**config.mk**
```make
export PLATFORM = sky130hd
export DESIGN_NAME = pth_way_logic
export DESIGN_NICKNAME = d
export VERILOG_FILES = /design/src/design/pth_pkg.sv /design/src/design/pth_way_logic.sv
export SDC_FILE = /design/constraint.sdc
export NUM_CORES = 1
export LEC_CHECK = 0
export BUFFER_PORTS_ARGS = -buffer_cell sky130_fd_sc_hd__buf_2
export CAP_MARGIN = 20
export CORE_AREA = 2 2 434 436
export DETAILED_ROUTE_END_ITERATION = 7
export DIE_AREA = 0 0 436 438
export PLACE_DENSITY = 0.3
export SYNTH_ARGS = -nofsm -noshare
export SYNTH_HDL_FRONTEND = slang
export SYNTH_SLANG_ARGS = --single-unit
```
**constraint.sdc**
```tcl
create_clock -name vclk -period 4.9
set_clock_uncertainty 0.15 [all_clocks]
set_input_delay 0.245 -clock vclk [all_inputs]
set_output_delay 0.245 -clock vclk [all_outputs]
set_load 0.02 [all_outputs]
```
**src/design/pth_pkg.sv**
```systemverilog
// Shared types, sizes and codes of the page translation hash table.
// Used by pth_bucket_ram, pth_way_logic and page_translation_hash_table.
package pth_pkg;

   localparam int BUCKETS  = 1024;
   localparam int WAYS     = 4;
   localparam int BUCKET_W = $clog2(BUCKETS);
   localparam int WAY_W    = (WAYS > 1) ? $clog2(WAYS) : 1;

   localparam int REQ_W    = 2;
   localparam int FILE_W   = 16;
   localparam int OFFSET_W = 48;
   localparam int ADDR_W   = 52;
   localparam int STATUS_W = 2;

   localparam logic [REQ_W-1:0] REQ_LOOKUP = REQ_W'(0);
   localparam logic [REQ_W-1:0] REQ_PUT    = REQ_W'(1);
   localparam logic [REQ_W-1:0] REQ_INVAL  = REQ_W'(2);
   localparam logic [REQ_W-1:0] REQ_UNUSED = REQ_W'(3);

   localparam logic [STATUS_W-1:0] STATUS_DONE = STATUS_W'(0);
   localparam logic [STATUS_W-1:0] STATUS_NULL = STATUS_W'(1);
   localparam logic [STATUS_W-1:0] STATUS_FULL = STATUS_W'(2);

   typedef struct packed {
      logic                valid;
      logic [FILE_W-1:0]   file;
      logic [OFFSET_W-1:0] offset;
      logic [ADDR_W-1:0]   frame;
   } entry_type;

   typedef entry_type [WAYS-1:0] row_type;

   typedef struct packed {
      logic                wr_en;
      logic                hit;
      logic [ADDR_W-1:0]   found_addr;
      logic [STATUS_W-1:0] status;
   } way_result_type;

endpackage

```
**src/design/pth_way_logic.sv**
```systemverilog
// Way compare and row update for one bucket: lookup, put and invalidate.
// Purely combinational; uses pth_pkg.
module pth_way_logic (
   input  pth_pkg::row_type               row,
   input  logic                           sweep,
   input  logic [pth_pkg::REQ_W-1:0]      req_type,
   input  logic [pth_pkg::FILE_W-1:0]     file_id,
   input  logic [pth_pkg::OFFSET_W-1:0]   page_offset,
   input  logic [pth_pkg::ADDR_W-1:0]     phys_addr,
   output pth_pkg::row_type               new_row,
   output pth_pkg::way_result_type        result
);

   logic                      hit_found;
   logic [pth_pkg::WAY_W-1:0] hit_way;
   logic                      free_found;
   logic [pth_pkg::WAY_W-1:0] free_way;

   always_comb begin
      hit_found  = 1'b0;
      hit_way    = '0;
      free_found = 1'b0;
      free_way   = '0;
      for (int w = 0; w < pth_pkg::WAYS; w++) begin
         if (!hit_found && row[w].valid && row[w].file == file_id &&
             row[w].offset == page_offset) begin
            hit_found = 1'b1;
            hit_way   = pth_pkg::WAY_W'(w);
         end
         if (!free_found && !row[w].valid) begin
            free_found = 1'b1;
            free_way   = pth_pkg::WAY_W'(w);
         end
      end
   end

   always_comb begin
      new_row           = row;
      result.wr_en      = 1'b0;
      result.hit        = 1'b0;
      result.found_addr = '0;
      result.status     = pth_pkg::STATUS_DONE;
      if (sweep) begin
         result.wr_en = 1'b1;
         for (int w = 0; w < pth_pkg::WAYS; w++) begin
            if (row[w].valid && row[w].file == file_id) begin
               new_row[w].valid = 1'b0;
            end
         end
      end else if (file_id == '0) begin
         result.status = pth_pkg::STATUS_NULL;
      end else begin
         unique case (req_type)
            pth_pkg::REQ_LOOKUP: begin
               result.hit = hit_found;
               if (hit_found) begin
                  result.found_addr = row[hit_way].frame;
               end
            end
            pth_pkg::REQ_PUT: begin
               if (hit_found) begin
                  result.hit             = 1'b1;
                  result.wr_en           = 1'b1;
                  new_row[hit_way].frame = phys_addr;
               end else if (free_found) begin
                  result.wr_en             = 1'b1;
                  new_row[free_way].valid  = 1'b1;
                  new_row[free_way].file   = file_id;
                  new_row[free_way].offset = page_offset;
                  new_row[free_way].frame  = phys_addr;
               end else begin
                  result.status = pth_pkg::STATUS_FULL;
               end
            end
            default: begin
            end
         endcase
      end
   end

endmodule

```
==> tab_implementation.tex <==
\begin{tabular}{lr}
\hline
Metric & Value \\
\hline
\multicolumn{2}{l}{\textbf{Outcome}} \\
\quad Status & completed \\
\multicolumn{2}{l}{\textbf{Placed design}} \\
\quad Final weighted congestion of routability-driven global placement & 0.948 \\
\quad Worst slack at placement & around 0.014 ns \\
\quad Half-perimeter wire length of the detailed placement result & 160000 um \\
\quad Port Buf Inserts & about 1100 \\
\quad Total instance count after detailed placement & 4752 \\
\multicolumn{2}{l}{\textbf{Die}} \\
\quad Count of pins on the block boundary & $\sim$1100 \\
\quad Die height & 438 um \\
\quad Overall die width & 436 um \\
\quad Starting density of the core & 5.70\% \\
\quad Core Area & roughly 0.19 mm2 \\
\quad Number of core rows & 159 \\
\quad Die area & 0.191 mm2 \\
\multicolumn{2}{l}{\textbf{STA}} \\
\quad Total count of max-transition violations in the final report & 0 \\
\quad Min cycle time layout & about 4.6 ns \\
\quad Worst slack on hold paths & a little under 0.7 ns \\
\quad Finish-stage setup viols & 0 \\
\quad Final hold violation count & 0 \\
\quad Peak Freq & 216 MHz \\
\quad Slew at the pin closest to its max-slew limit & 1.15 ns \\
\quad Unrepaired setup endpoints after global routing & no \\
\quad Share of the clock period used by the worst path & between 90\% and 100\% \\
\quad Post-layout worst setup margin & 0.272 ns \\
\quad Max transition margin & 23.2\% \\
\quad Final total negative setup slack & 0 ns \\
\multicolumn{2}{l}{\textbf{GRT}} \\
\quad Overflow after GRT & 0 \\
\quad Most used routing layer & met2 \\
\quad Number of antenna violations at the first check in global routing & 166 \\
\quad Met2 usage in global routing & 29.2\% \\
\quad Met3 GRT Util & 5.84\% \\
\quad Via count of the first global-routing pass & 15600 \\
\quad GRT Overall Usage & 17.2\% \\
\quad Largest net degree at the start of global routing & 53 \\
\quad Met1 usage in global routing & 21.1\% \\
\quad Global-route wire length before repair & roughly 210000 um \\
\multicolumn{2}{l}{\textbf{Final layout}} \\
\quad NumNets Final & 2846 \\
\quad Top library cells by usage in the layout, fill and taps aside & buf\_2 (1105), mux2\_1 (328), mux2\_2 (136), xor2\_1 (118), xnor2\_1 (110) \\
\quad Leading cell type in the layout, fill and taps excluded & buf\_2 \\
\quad Proportion of layout cells with a drive suffix above 1 & 60.1\% \\
\quad Area Growth Syn to Fin & 85.1\% \\
\quad Number of flip-flops and latches & 0 \\
\quad \# clk buffers & 0 \\
\quad Sequential cell area & 0 um2 \\
\quad Fill cells & 22100 \\
\quad Final non-filler cell total & 4786 \\
\multicolumn{2}{l}{\textbf{Logic synthesis}} \\
\quad Post-Synthesis Cell Area & 0.0106 mm2 \\
\quad Sequential cell area fraction in the yosys report & 0\% \\
\quad Cell variety after synth & 55 \\
\quad Number of cells produced by synthesis & between 1000 and 1500 \\
\quad Warning count from the yosys run & 0 \\
\quad Mean post-synth cell area & 8.85 um2 \\
\quad Post-synth net total & 1789 \\
\multicolumn{2}{l}{\textbf{Drt}} \\
\quad Final wirelength & 174000 um \\
\quad Post-DRT Antenna Nets & 0 \\
\quad Number of vias per cell & 3.43 \\
\quad Via count & 16400 \\
\quad DRT iter0 DRCs & 1291 \\
\quad DRC violation count after routing & 0 \\
\quad Iteration count of the initial detailed-routing pass & 7 \\
\quad Average wire per standard cell & 36.4 um \\
\multicolumn{2}{l}{\textbf{Pwr}} \\
\quad Internal power & $\sim$0.64 mW \\
\quad Cell area power density & 98.2 mW/mm2 \\
\quad Switching part of the total power & 66.9\% \\
\quad Power share of the clock group & 0\% \\
\quad LEAKAGE & slightly above 8 nW \\
\quad Fraction of power consumed by combinational cells & 100.0\% \\
\quad Net Sw Power & 1.29 mW \\
\quad Largest voltage drop on the vdd net & between 0.04 and 0.05 mV \\
\quad Flop pwr share & 0\% \\
\quad Design Power & 1.93 mW \\
\multicolumn{2}{l}{\textbf{Setup path}} \\
\quad Crit path DAT & about 4.2 ns \\
\quad Delay of the slowest cell on the worst path & 0.68 ns \\
\quad Req. time, crit path & 4.51 ns \\
\quad Critical Path, Cell by Cell & buf\_2 -> xor2\_1 -> nor4\_1 -> nand4\_1 -> or4\_1 -> or4\_4 -> nand3\_4 -> or4\_4 -> buf\_12 -> mux2\_1 -> buf\_2 \\
\quad CP max stage cell & or4\_1 \\
\quad Biggest fanout along the worst timing path & 48 \\
\quad Top delay family on crit path & simple AND/OR/NAND/NOR gates \\
\quad Startpoint class of the critical path & primary input \\
\quad WP buf/inv & 3 \\
\quad Crit path launch & file\_id[15] \\
\quad Critical Path End Type & primary output \\
\quad Type of the worst setup path & primary input to primary output \\
\multicolumn{2}{l}{\textbf{Run}} \\
\quad Number of max-capacitance violations reported & 0 \\
\multicolumn{2}{l}{\textbf{Worst hold path}} \\
\quad Tightest Hold Check Type & primary input to primary output \\
\quad Launch instance of the worst min-delay path & row[240] \\
\multicolumn{2}{l}{\textbf{Clock tree}} \\
\quad Post-CTS setup buffer count & 0 \\
\quad \# hold bufs at CTS & 0 \\
\hline
\end{tabular}
stage by stage:
| step | cell area, um2 | util (%) |
|---|---|---|
| global route | 19600 | 10.5 |
| finish | 19700 | 10.6 |
| CTS | 19600 | 10.5 |
| global placement | 19600 | 10.5 |
| detailed placement | 19600 | 10.5 |
| floorplan | 10600 | - |
repair_timing:
item	CTS	global route
gates resized for setup	1	1
hold endpoints to repair	0	0
cloned	0	0
setup endpoints to repair	1	1
synth_stat cells, types with 2 or more instances:
cell / n / share of area [%]
nand4_1: 31 / 1.8
nor4_1: 38 / 2.2
o2111ai_1: 4 / 0.33
o2111a_1: 3 / 0.32
o221ai_1: 2 / 0.16
nand3_1: 10 / 0.47
and4_1: 2 / 0.16
o21ai_0: 2 / 0.094
or4_1: 4 / 0.28
nor2b_1: 17 / 1.0
buf_8: 7 / 0.99
xnor2_1: 110 / 9.1
a2111oi_0: 5 / 0.41
clkbuf_1: 70 / 2.5
nand2_1: 9 / 0.32
nor3_2: 3 / 0.28
buf_4: 5 / 0.35
mux2_1: 328 / 35
or2_2: 2 / 0.12
o31ai_1: 3 / 0.21
inv_1: 16 / 0.56
nand2b_1: 15 / 0.88
xor2_1: 118 / 9.7
buf_12: 6 / 1.1
a21oi_1: 2 / 0.094
a22oi_1: 54 / 3.8
nor3_1: 9 / 0.42
o22ai_1: 52 / 3.1
buf_6: 6 / 0.64
mux2_2: 136 / 14
mux2i_1: 52 / 4.9
buf_2: 46 / 2.2
nor2_1: 13 / 0.46
power by group through the flow:
| stage | sequential, mW | clock [mW] | combinational [mW] |
|---|---|---|---|
| floorplan | 0 | 0 | 0.809 |
| global placement | 0 | 0 | 1.95 |
| detailed placement | 0 | 0 | 1.94 |
| CTS | 0 | 0 | 1.95 |
| global route | 0 | 0.000000230 | 2.00 |
| finish | 0 | 0.000000586 | 1.93 |
kinds of logic (layout without fill, tap and decap cells):
kind of cell / Yosys count / after routing / share of synthesized area, %
simple gates: 164 / 164 / 9.48
xor+xnor: 228 / 228 / 18.8
buf+inv: 156 / 1211 / 8.30
compound gates: 138 / 138 / 9.44
mux: 516 / 516 / 54.0
other cells: 0 / 34 / 0
routing by layer:
layer  up-vias  wire length, um
met5         -              864
met4       134             4350
met3       313            15200
met2      1012            83000
met1      8296            71000
li1       6650                -
final timing paths:
path / to / slack [ns] / cells after the start
worst max-delay path: new_row[436] / 0.27 / 11
worst min-delay path: new_row[240] / 0.69 / 3
layout make-up:
cell class	instances	area [um2]	share of cell area [%]
antenna	34	85.1	0.432
inverter	16	60.1	0.305
multi-input combinational	1046	9870	50.1
tap	2495	3120	15.8
timing repair buffer	1195	6560	33.3
Power figures use the tool's default switching activity.
